### src/rtl/array_range_reduce_sampler_macros.svh
// ============================================================================
// array_range_reduce_sampler_macros.svh
// Assertion shorthands shared by the sampler RTL.
// ============================================================================
`ifndef ARRAY_RANGE_REDUCE_SAMPLER_MACROS_SVH
`define ARRAY_RANGE_REDUCE_SAMPLER_MACROS_SVH

// Clocked check, off while reset is asserted (active-low reset).
`define ARRS_ASSERT(lbl, clk, rst_n, prop, msg) \
    lbl: assert property (@(posedge clk) disable iff (!rst_n) prop) else $error(msg);

// Clocked check that also holds during reset.
`define ARRS_ASSERT_ALWAYS(lbl, clk, prop, msg) \
    lbl: assert property (@(posedge clk) prop) else $error(msg);

`endif

### src/rtl/arrs_pkg.sv
// ============================================================================
// arrs_pkg
// Types, codes and constants of the array range reduce / sampler block.
// ============================================================================
package arrs_pkg;

    // Default sizes
    localparam int ARRAY_DEPTH_DEF = 1024;
    localparam int SAMPLE_BITS_DEF = 24;

    // Field widths
    localparam int OP_W      = 3;
    localparam int START_W   = 10;
    localparam int COUNT_W   = 12;
    localparam int ELEM_W    = 24;
    localparam int FRAC_W    = 33;
    localparam int SEED_W    = 32;
    localparam int VALUE_W   = 34;
    localparam int INDEX_W   = 10;
    localparam int LEN_CFG_W = 11;

    localparam logic [LEN_CFG_W-1:0] LEN_RESET = 11'd100;

    // Generator constants
    localparam logic [31:0] LCG_MUL = 32'd472940017;
    localparam logic [31:0] LCG_ADD = 32'd832416023;
    localparam logic [63:0] GEN_SEED_FULL = 64'd584926371 * 64'd435898247 + 64'd938284287;
    localparam logic [31:0] GEN_RESET = GEN_SEED_FULL[31:0];

    // Result value limits
    localparam logic signed [63:0] VALUE_MAX_64 = 64'sd8589934591;
    localparam logic signed [63:0] VALUE_MIN_64 = -64'sd8589934592;
    localparam logic [VALUE_W-1:0] VALUE_MAX_34 = {1'b0, {(VALUE_W-1){1'b1}}};
    localparam logic [VALUE_W-1:0] VALUE_MIN_34 = {1'b1, {(VALUE_W-1){1'b0}}};

    typedef enum logic [OP_W-1:0] {
        OP_WRITE = 3'd0,
        OP_SUM   = 3'd1,
        OP_MAX   = 3'd2,
        OP_MIN   = 3'd3,
        OP_QUANT = 3'd4,
        OP_RAND  = 3'd5,
        OP_SEED  = 3'd6
    } t_op;

    typedef enum logic [2:0] {
        S_CLEAR,
        S_IDLE,
        S_SCAN,
        S_THRESH,
        S_WALK,
        S_DONE
    } t_state;

    typedef enum logic [1:0] {
        TP_IDLE,
        TP_HI,
        TP_SUM,
        TP_DONE
    } t_thr_phase;

    typedef struct packed {
        logic [OP_W-1:0]           operation;
        logic [START_W-1:0]        range_start;
        logic signed [COUNT_W-1:0] range_count;
        logic signed [ELEM_W-1:0]  element_value;
        logic [FRAC_W-1:0]         quantile_fraction;
        logic [SEED_W-1:0]         seed_value;
    } t_req;

    typedef struct packed {
        logic signed [VALUE_W-1:0] result_value;
        logic [INDEX_W-1:0]        result_index;
    } t_rsp;

endpackage

### src/rtl/arrs_lcg.sv
// ============================================================================
// arrs_lcg
// 32-bit linear congruential generator state with step and load.
// ============================================================================
module arrs_lcg (
    input  logic        i_clk,
    input  logic        i_rst_n,
    input  logic        i_step,
    input  logic        i_load,
    input  logic [31:0] i_seed,
    output logic [31:0] o_next
);
    import arrs_pkg::*;

    logic [31:0] r_gen;
    logic [31:0] n_gen;
    logic [31:0] w_step;

    // x' = x * MUL + ADD, low 32 bits only
    assign w_step = r_gen * LCG_MUL + LCG_ADD;
    assign o_next = w_step;

    always_comb begin
        n_gen = r_gen;
        if (i_load) begin
            n_gen = i_seed;
        end else if (i_step) begin
            n_gen = w_step;
        end
    end

    always_ff @(posedge i_clk) begin
        if (!i_rst_n) begin
            r_gen <= GEN_RESET;
        end else begin
            r_gen <= n_gen;
        end
    end

endmodule

### config.mk
export PLATFORM = sky130hd
export DESIGN_NAME = arrs_lcg
export DESIGN_NICKNAME = d
export VERILOG_FILES = /design/src/rtl/array_range_reduce_sampler_macros.svh /design/src/rtl/arrs_pkg.sv /design/src/rtl/arrs_lcg.sv
export SDC_FILE = /design/constraint.sdc
export NUM_CORES = 1
export LEC_CHECK = 0
export BUFFER_PORTS_ARGS = -buffer_cell sky130_fd_sc_hd__buf_2
export CELL_PAD_IN_SITES_DETAIL_PLACEMENT = 2
export CELL_PAD_IN_SITES_GLOBAL_PLACEMENT = 2
export CORE_MARGIN = 2
export CORE_UTILIZATION = 37
export CTS_CLUSTER_DIAMETER = 30
export DETAILED_ROUTE_END_ITERATION = 10
export GPL_ROUTABILITY_DRIVEN = 0
export GPL_TIMING_DRIVEN = 0
export PLACE_DENSITY = 0.75
export SLEW_MARGIN = 15
export SYNTH_ARGS = -nofsm -noshare
export SYNTH_HDL_FRONTEND = slang
export SYNTH_SLANG_ARGS = --single-unit
### constraint.sdc
create_clock -name i_clk -period 7.39 [get_ports i_clk]
set_input_delay 1.478 -clock i_clk [delete_from_list [all_inputs] [get_ports i_clk]]
set_output_delay 1.478 -clock i_clk [all_outputs]
set_load 0.02 [all_outputs]
==> summary.txt <==
Run status
  • Status: finished, violations left
  • Violated checks: negative setup slack

Die
  • Initial core utilization: 37.70%
  • Die Span Y: 169.7 um
  • Site row count: 60
  • Die Wd: between 150 and 200 um
  • Core Area: 26,950 um^2
  • Die area: 28,800 um^2
  • Io pins: 68

Drt
  • Final ANT Viol Nets: 0
  • WL final: about 57 mm
  • DR DRC count: 0
  • Initial DRT Pass Iterations: 5
  • Wire per inst: 37.12 um
  • DRT iter0 DRCs: slightly above 700
  • Via density: 5.984
  • DR vias: about 9,000

STA
  • Slew @ Worst Pin: 1.009 ns
  • Final Hold Viols: 0
  • Slew headroom: between 30% and 40%
  • Final period utilization: 115.9%
  • Worst Skew: roughly 0.011 ns
  • Final WS setup: -1.172 ns
  • Finish-stage setup viols: 20
  • Fmax: 0.1168 GHz
  • Fin crit period: 8.562 ns
  • Max-slew violation count: 0
  • RSZ-0062 raised after global routing: true

Clock tree
  • Clock transition at path regs: approximately 0.06 ns
  • CTS tree: done
  • CTS H-tree lvls: 2
  • Clk buf depth: 2
  • Root buffer cell: clkbuf_16
  • CTS buffer count: 5
  • Clock insertion delay at the later pin of the skew report: 0.31 ns
  • Clock sink count: 32

Layout
  • Area Growth Syn to Fin: 28.15%
  • Most flops, register: r_gen
  • Max reg flops: 32
  • Final nets: 1,618
  • Layout cells sized above 1: 30.47%
  • Antenna Diode Count: 0
  • Largest regs: r_gen: 32 flops

Worst setup path
  • CP Capture Point: o_next[27]
  • Critical Path Start Type: register
  • Required @ worst endpoint: slightly below 6 ns
  • CP startpoint: r_gen[8]
  • Endpoint type of the worst setup path: output pin
  • Crit-path max FO: 6
  • WS Path Type: reg2out
  • Reg2reg setup slack: ~0.18 ns
  • Reg-to-Reg End: r_gen[25]
  • CP arrival: 7.08 ns
  • Worst R2R Path Depth: 23
  • Worst R2R Start: r_gen[8]

Global routing
  • Vias in the first global route: 10,659
  • Total GRT Usage: 35.00%
  • GRT overflow: 0
  • Initial antenna violation count: 1
  • Pin count of the biggest net entering global routing: 12
  • First-pass GRT wire length: between 70 and 80 mm

Hold path
  • Hold Path Class: reg2reg

Logic synthesis
  • Cells after synthesis: 1,039
  • Register bit total from synthesis: 32
  • Synth async-reset ratio: 0%
  • Synth unique cells: 56
  • Syn Nets: 1,459
  • Post-synth EDFFs: 0
  • Dominant synthesized flop cell: dfxtp_1
  • Mapped Area: 10,160 um^2
  • Syn_area_per_cell: 9.780 um^2
  • Sequential share of the synthesized area: 6.305%
  • Number of warnings issued by yosys: 0

Placed design
  • Post-DP HPWL: 32.05 mm
  • Dpl ws: -1.226 ns
  • # port buffers: 65

Flow run
  • Max Cap Viol: 0
[layout make-up]
| cell class | count | area, um^2 |
|---|---|---|
| Sequential cell | 32 | 714.4 |
| Fill cell | 2708 | 13930 |
| Inverter | 309 | 1205 |
| Buffer | 18 | 102.6 |
| Tap cell | 341 | 426.7 |
| Clock inverter | 1 | 3.754 |
| Multi-Input combinational cell | 679 | 9253 |
| Timing Repair Buffer | 153 | 1177 |
| Clock buffer | 6 | 138.9 |
[critical path, stage by stage, from the launching register on]
cell and delay [ns]:
dfxtp_4 0.37, buf_12 0.15, fa_2 0.53, fa_1 0.44
fa_1 0.54, inv_1 0.08, fa_1 0.55, inv_1 0.09
fa_1 0.54, fa_1 0.64, fa_1 0.47, ha_1 0.27
ha_4 0.35, nand4_1 0.17, inv_1 0.11, nand4_1 0.12
a21o_4 0.24, a311oi_4 0.34, a21o_1 0.18, a21o_1 0.22
xor2_4 0.19, buf_6 0.14
[per-layer routing]
metal	track usage (%)	up-vias	routed length, um
li1	-	3531	-
met1	37.17	4703	19800
met2	62.13	647	27120
met3	9.095	328	4180
met4	21.52	0	6035
met5	0	-	0
[synthesized netlist by cell type (2+ instances only)]
cell / count / share of area, %
o21ai_0: 31 / 1.5
nor2b_1: 3 / 0.18
mux2i_1: 4 / 0.39
ha_1: 185 / 23
a31oi_1: 3 / 0.18
inv_1: 309 / 11
o211ai_1: 8 / 0.59
or3_1: 2 / 0.12
nand4_1: 7 / 0.43
o31ai_1: 2 / 0.15
o311ai_0: 4 / 0.34
o211a_1: 7 / 0.69
nand2_1: 34 / 1.3
nor3_1: 6 / 0.30
nand3_1: 4 / 0.20
nor2_1: 25 / 0.92
o21ai_1: 5 / 0.25
o21a_1: 5 / 0.37
xor2_1: 15 / 1.3
clkbuf_1: 16 / 0.59
dfxtp_1: 32 / 6.3
and2_1: 5 / 0.31
a21oi_1: 28 / 1.4
xnor2_1: 41 / 3.5
fa_1: 199 / 39
a211o_1: 4 / 0.34
and3_2: 2 / 0.15
a21o_2: 2 / 0.17
a311oi_1: 4 / 0.34
nand3b_1: 2 / 0.15
and3_1: 2 / 0.12
nand2b_1: 4 / 0.25
a21o_1: 13 / 0.96
a21oi_2: 3 / 0.26
a211oi_1: 2 / 0.15
[how the worst min path moves through the flow]
| stage | slack (ns) | startpoint | end | cells after the start |
|---|---|---|---|---|
| 6_report | 0.67 | r_gen[31] | r_gen[31] | 3 |
| 3_3_place_gp | 0.62 | r_gen[31] | r_gen[31] | 3 |
| 2_1_floorplan | 0.56 | r_gen[26] | r_gen[26] | 2 |
| 4_1_cts | 0.66 | r_gen[26] | r_gen[26] | 2 |
| 3_5_place_dp | 0.65 | r_gen[26] | r_gen[26] | 2 |
| 5_1_grt | 0.73 | r_gen[12] | r_gen[12] | 2 |
[what timing repair did]
item | in CTS | in global routing
gates resized for setup | 192 | 84
endpoints found under the setup margin | 21 | 20
setup buffers | 61 | 28
pin swaps | 68 | 62
hold buffers | 0 | 0
[kinds of logic after synthesis]
group                    Yosys count  share of synthesized area (%)
adder cells (fa/ha/maj)          384                          61.99
buffers and inverters            328                          12.30
AO/OA/AOI/OAI                    135                          9.494
AND/OR/NAND/NOR                  100                          4.691
XOR/XNOR                          56                          4.827
flip-flops                        32                          6.305
multiplexers                       4                         0.3941
[placed cells by master, fill, tap and decap left out, types with 5 or more instances in the layout]
cell type  count
inv_1        268
fa_1         166
ha_1         149
buf_4         77
buf_2         48
fa_2          33
nand2_1       32
xnor2_1       32
inv_2         30
ha_4          30
buf_6         25
o21ai_0       24
nor2_1        20
dfxtp_4       19
a21oi_1       14
a21oi_2       14
clkbuf_1      14
a21o_1        13
dfxtp_1       11
xor2_1        10
o211ai_1       8
nand4_1        7
o211a_1        7
ha_2           6
xnor2_2        5
nor3_1         5
clkbuf_16      5
buf_12         5
[metrics by stage]
stage	setup TNS (ns)	util, %	instances	instance area, um^2	hold WS, ns
floorplan	0	-	1039	10270	0.5606
global placement	-12.32	40.90	1445	11020	0.6183
detailed placement	-14.62	40.90	1445	11020	0.6486
CTS	-6.887	46.11	1511	12430	0.6558
global route	-14.02	48.31	1539	13020	0.7285
finish	-13.91	48.31	1539	13020	0.6723
Power is not shown: default switching activity piles up to over one toggle a cycle in this logic, so the estimate is an artifact.
