<file path="config.mk">
export PLATFORM = sky130hd
export DESIGN_NAME = arrs_thresh
export DESIGN_NICKNAME = d
export VERILOG_FILES = /design/src/rtl/array_range_reduce_sampler_macros.svh /design/src/rtl/arrs_pkg.sv /design/src/rtl/arrs_thresh.sv
export SDC_FILE = /design/constraint.sdc
export NUM_CORES = 2
export LEC_CHECK = 0
export BUFFER_PORTS_ARGS = -buffer_cell sky130_fd_sc_hd__buf_2
export CAP_MARGIN = 40
export CELL_PAD_IN_SITES_DETAIL_PLACEMENT = 2
export CELL_PAD_IN_SITES_GLOBAL_PLACEMENT = 2
export CORE_MARGIN = 2
export CORE_UTILIZATION = 47
export CTS_BUF_LIST = sky130_fd_sc_hd__clkbuf_8
export DETAILED_ROUTE_END_ITERATION = 8
export PLACE_DENSITY_LB_ADDON = 0.2
export REMOVE_ABC_BUFFERS = 1
export SYNTH_ARGS = -nofsm -noshare
export SYNTH_HDL_FRONTEND = slang
export SYNTH_SLANG_ARGS = --single-unit
</file>
<file path="constraint.sdc">
create_clock -name i_clk -period 20.8 [get_ports i_clk]
set_clock_uncertainty 0.2 [all_clocks]
set_input_delay 4.16 -clock i_clk [delete_from_list [all_inputs] [get_ports i_clk]]
set_output_delay 4.16 -clock i_clk [all_outputs]
set_load 0.1 [all_outputs]
</file>
<file path="src/rtl/array_range_reduce_sampler_macros.svh">
// ============================================================================
// array_range_reduce_sampler_macros.svh
// Assertion shorthands shared by the sampler RTL.
// ============================================================================
`ifndef ARRAY_RANGE_REDUCE_SAMPLER_MACROS_SVH
`define ARRAY_RANGE_REDUCE_SAMPLER_MACROS_SVH

// Clocked check, off while reset is asserted (active-low reset).
`define ARRS_ASSERT(lbl, clk, rst_n, prop, msg) \
    lbl: assert property (@(posedge clk) disable iff (!rst_n) prop) else $error(msg);

// Clocked check that also holds during reset.
`define ARRS_ASSERT_ALWAYS(lbl, clk, prop, msg) \
    lbl: assert property (@(posedge clk) prop) else $error(msg);

`endif

</file>
<file path="src/rtl/arrs_pkg.sv">
// ============================================================================
// arrs_pkg
// Types, codes and constants of the array range reduce / sampler block.
// ============================================================================
package arrs_pkg;

    // Default sizes
    localparam int ARRAY_DEPTH_DEF = 1024;
    localparam int SAMPLE_BITS_DEF = 24;

    // Field widths
    localparam int OP_W      = 3;
    localparam int START_W   = 10;
    localparam int COUNT_W   = 12;
    localparam int ELEM_W    = 24;
    localparam int FRAC_W    = 33;
    localparam int SEED_W    = 32;
    localparam int VALUE_W   = 34;
    localparam int INDEX_W   = 10;
    localparam int LEN_CFG_W = 11;

    localparam logic [LEN_CFG_W-1:0] LEN_RESET = 11'd100;

    // Generator constants
    localparam logic [31:0] LCG_MUL = 32'd472940017;
    localparam logic [31:0] LCG_ADD = 32'd832416023;
    localparam logic [63:0] GEN_SEED_FULL = 64'd584926371 * 64'd435898247 + 64'd938284287;
    localparam logic [31:0] GEN_RESET = GEN_SEED_FULL[31:0];

    // Result value limits
    localparam logic signed [63:0] VALUE_MAX_64 = 64'sd8589934591;
    localparam logic signed [63:0] VALUE_MIN_64 = -64'sd8589934592;
    localparam logic [VALUE_W-1:0] VALUE_MAX_34 = {1'b0, {(VALUE_W-1){1'b1}}};
    localparam logic [VALUE_W-1:0] VALUE_MIN_34 = {1'b1, {(VALUE_W-1){1'b0}}};

    typedef enum logic [OP_W-1:0] {
        OP_WRITE = 3'd0,
        OP_SUM   = 3'd1,
        OP_MAX   = 3'd2,
        OP_MIN   = 3'd3,
        OP_QUANT = 3'd4,
        OP_RAND  = 3'd5,
        OP_SEED  = 3'd6
    } t_op;

    typedef enum logic [2:0] {
        S_CLEAR,
        S_IDLE,
        S_SCAN,
        S_THRESH,
        S_WALK,
        S_DONE
    } t_state;

    typedef enum logic [1:0] {
        TP_IDLE,
        TP_HI,
        TP_SUM,
        TP_DONE
    } t_thr_phase;

    typedef struct packed {
        logic [OP_W-1:0]           operation;
        logic [START_W-1:0]        range_start;
        logic signed [COUNT_W-1:0] range_count;
        logic signed [ELEM_W-1:0]  element_value;
        logic [FRAC_W-1:0]         quantile_fraction;
        logic [SEED_W-1:0]         seed_value;
    } t_req;

    typedef struct packed {
        logic signed [VALUE_W-1:0] result_value;
        logic [INDEX_W-1:0]        result_index;
    } t_rsp;

endpackage

</file>
<file path="src/rtl/arrs_thresh.sv">
// ============================================================================
// arrs_thresh
// Quantile threshold floor(total * frac / 2^32), split into partial products
// that are registered in the start, HI and SUM phases.
// ============================================================================
module arrs_thresh #(
    parameter int ACC_W = 34
) (
    input  logic                          i_clk,
    input  logic                          i_rst_n,
    input  logic                          i_start,
    input  logic [ACC_W-1:0]              i_total,
    input  logic [arrs_pkg::FRAC_W-1:0]   i_frac,
    output logic                          o_done,
    output logic [ACC_W-1:0]              o_thr
);
    import arrs_pkg::*;

    t_thr_phase  r_phase;
    t_thr_phase  n_phase;

    logic [63:0] w_tot64;
    logic [31:0] w_tl;
    logic [15:0] w_th;
    logic [31:0] w_fl;
    logic        w_fh;
    logic [63:0] w_mlo;
    logic [47:0] w_mhi;
    logic [63:0] w_sum;

    logic [31:0]      r_mlo_hi;
    logic [47:0]      r_mhi;
    logic [ACC_W-1:0] r_thr;

    // Operand split; total is at most 48 bits wide
    assign w_tot64 = 64'(i_total);
    assign w_tl    = w_tot64[31:0];
    assign w_th    = w_tot64[47:32];
    assign w_fl    = i_frac[31:0];
    assign w_fh    = i_frac[32];

    assign w_mlo = w_tl * w_fl;
    assign w_mhi = w_th * w_fl;
    assign w_sum = (w_fh ? w_tot64 : 64'd0) + {16'd0, r_mhi} + {32'd0, r_mlo_hi};

    // Next phase
    always_comb begin
        n_phase = r_phase;
        case (r_phase)
            TP_IDLE: if (i_start) n_phase = TP_HI;
            TP_HI:   n_phase = TP_SUM;
            TP_SUM:  n_phase = TP_DONE;
            TP_DONE: n_phase = TP_IDLE;
            default: n_phase = TP_IDLE;
        endcase
    end

    // Outputs
    always_comb begin
        o_done = (r_phase == TP_DONE);
        o_thr  = r_thr;
    end

    always_ff @(posedge i_clk) begin
        if (!i_rst_n) begin
            r_phase <= TP_IDLE;
        end else begin
            r_phase <= n_phase;
        end
    end

    // Partial products, each registered in its own phase
    always_ff @(posedge i_clk) begin
        if (r_phase == TP_IDLE && i_start) begin
            r_mlo_hi <= w_mlo[63:32];
        end
        if (r_phase == TP_HI) begin
            r_mhi <= w_mhi;
        end
        if (r_phase == TP_SUM) begin
            r_thr <= w_sum[ACC_W-1:0];
        end
    end

endmodule

</file>
==> results.txt <==
CTS root buffer: clkbuf_8
Initial antenna violation count: 3
Placed Area: 0.0419 sq mm
Final Cell Area: 0.0423 sq mm
Starting Density: 0.474
DRT Pass-1 Iters: 7
Worst-Margin Slew: 0.988 ns
Post-route ant nets: 0
Vias/cell: 5.67
Post-Synthesis Cells: 4318
Post-synth top flop: edfxtp_1
DR DRC count: 0
Post-layout util: 0.496
DIE WIDTH: 297 um
Via count: 30700
WS Path Type: input pin to flop
# hold bufs at CTS: 0
First DRT Iteration DRCs: 1392
Layout cells sized above 1: 0.0431
Post-Route WL: 148 mm
Clk buf depth: 2
Largest net degree at the start of global routing: 35
Clk_lat worst skew: 0.41 ns
Final #Nets: 5592
Synth warnings: 0
Grt total ovfl: 0
XOR/XNOR share of the synthesized area: 0.0184
Crit share post-route: 0.581
Status: completed
Hold WC Path Type: flop to flop
Yosys reg bits: 102
Relative slew slack: 0.341
# fillers: 9138
Register area share after synthesis: 0.0754
Fraction of the mapped netlist area in adder cells: 0.563
WP data required: 20.81 ns
Crit path arrival time: 12.10 ns
Synth area leader: fa_1
Largest family of logic cells by synthesized area: adder cells
Area of the multi-input gates: 0.0331 sq mm
Fin crit period: 12.09 ns
First-pass GRT wire length: 230 mm
Setup violators final: 0
Post-Syn Area: 0.0404 sq mm
Worst-path clk slew: 0.11 ns
EDFF count, synth: 100
Post-synthesis mux area share: 0.000248
CTS tree: done
Final hold vios: 0
IO Pins: 105
Critical path endpoint category: flop
RSZ-0062 raised after global routing: false
Layout Area Growth over Synthesis: 4.71%
Synth Area per Inst: 9.35 sq um
Post-synth ARST share: 0
Routed length per instance: 27.4 um
Synth top area cells: fa_1, and2_1, ha_1, inv_1, edfxtp_1
Post-Synth Simple-Gate Area: 0.178
Die area: 0.0882 sq mm
Fmax: 82.7 MHz
HPWL Detailed: 116 mm
Total area of sequential cells: 0.00304 sq mm
H-Tree Level Count: 3
Count of clock tree sinks: 102
Total track usage: 0.344
Share of the synthesized area in the top cell type: 0.461
Core area: 0.0851 sq mm
Port Buffers: 104
Vias in the first global route: 39000
Routability congestion estimate from global placement: 0.830
Chip height: 297 um
Yosys cell types: 70
Row cnt: 107
Worst setup SP type: input pin
CP Max Fanout: 33
Setup_tns: 0 ns
Synth Area in Compound Gates: 0.0594
TritonCTS Buffers: 9
PostCTS Resize Cnt: 0
Max Cap Violations: 0
Post-CTS setup buffer count: 0
Slew Limit Fails: 0
==> path summary, 6_finish.rpt <==
| path | from | to | slack (ns) | depth (start not counted) |
|---|---|---|---|---|
| min | r_phase[0] | r_phase[0] | 0.42 | 1 |
| max reg2reg | r_mlo_hi[2] | o_thr[28] | 16.61 | 11 |
| min reg2reg | r_phase[0] | r_phase[0] | 0.42 | 1 |
| max | i_total[17] | r_mlo_hi[30] | 8.71 | 24 |
==> logic make-up after synthesis <==
family / Yosys count
buffers and inverters: 1134
XOR/XNOR: 85
AND/OR/NAND/NOR: 1381
flip-flops: 102
multiplexers: 1
AO/OA/AOI/OAI: 357
adder cells (fa/ha/maj): 1258
==> sequential cells by signal, summed over array words and instances (netlist names) <==
signal,flops
o_thr,34
r_mhi,34
r_mlo_hi,32
r_phase,2
==> metal layers <==
metal	track usage	up-vias	routed length (um)
li1	-	12800	-
met1	0.367	16500	52300
met2	0.662	924	82400
met3	0.0313	480	4570
met4	0.189	2	9200
met5	0	-	13
==> placed cells by master (no fill, tap or decap), types with 7 or more instances in the layout <==
| cell type | n |
|---|---|
| fa_1 | 929 |
| inv_1 | 920 |
| and2_1 | 691 |
| nand2_1 | 501 |
| ha_1 | 329 |
| a21oi_1 | 106 |
| buf_2 | 104 |
| edfxtp_1 | 100 |
| nor2_1 | 67 |
| xnor2_1 | 60 |
| a21o_1 | 57 |
| o21ai_0 | 53 |
| buf_4 | 32 |
| xor2_1 | 25 |
| nand3_1 | 24 |
| nor3_1 | 16 |
| nor2b_1 | 16 |
| nand4_1 | 15 |
| o21a_1 | 15 |
| a211oi_1 | 13 |
| o211ai_1 | 13 |
| nand2b_1 | 13 |
| and3_1 | 12 |
| o21ai_1 | 11 |
| o21bai_1 | 10 |
| a31oi_1 | 9 |
| clkbuf_8 | 9 |
| buf_12 | 9 |
| o31ai_1 | 7 |
==> stage by stage <==
stage	instances	worst slack, ns	hold WS, ns
floorplan	4104	10.05	0.326
global placement	5384	8.65	0.366
detailed placement	5391	8.31	0.401
CTS	5407	8.71	0.425
global route	5413	8.44	0.444
finish	5414	8.71	0.422
==> area by class of cell <==
cell class	instances	share of cell area
diodes	1	0.0000592
clock buffers	9	0.00293
clock inverters	7	0.00228
inverters	920	0.0817
multi-input cells	3082	0.782
flip-flops and latches	102	0.0720
well taps	1144	0.0339
repair buffers	149	0.0249
==> Yosys cell counts, drive strengths merged (3+ instances only) <==
cell / number
xnor2: 60
o311ai: 6
and4: 3
or2: 3
o221ai: 4
nor4b: 3
a211o: 7
nand3: 24
a21boi: 6
a211oi: 15
a2111oi: 6
nor2: 67
a21oi: 107
or3: 4
inv: 920
a21o: 57
a31oi: 9
o21a: 15
and3: 12
fa: 929
a31o: 4
a311oi: 3
nor4: 6
o31a: 4
edfxtp: 100
o211ai: 15
o31ai: 7
and2: 691
nand3b: 3
o21ai: 65
nand2: 501
xor2: 25
clkbuf: 214
nor3: 16
nand2b: 13
nand4: 15
ha: 329
o21bai: 10
nor2b: 16
==> critical path, stage by stage <==
cell      delay, ns
buf_2          0.69
and2_1         0.29
fa_1           0.47
fa_1           0.52
inv_1          0.08
fa_1           0.50
fa_1           0.53
inv_1          0.06
fa_1           0.58
fa_1           0.44
fa_1           0.57
inv_1          0.07
fa_1           0.48
inv_1          0.04
ha_1           0.38
nand3_1        0.16
nor4_1         0.42
o21ai_1        0.18
o211ai_2       0.25
o21ai_2        0.15
a21oi_4        0.34
a21o_1         0.19
nand2_1        0.13
o311ai_1       0.34
Power is not shown: default switching activity piles up to over one toggle a cycle in this logic, so the estimate is an artifact.
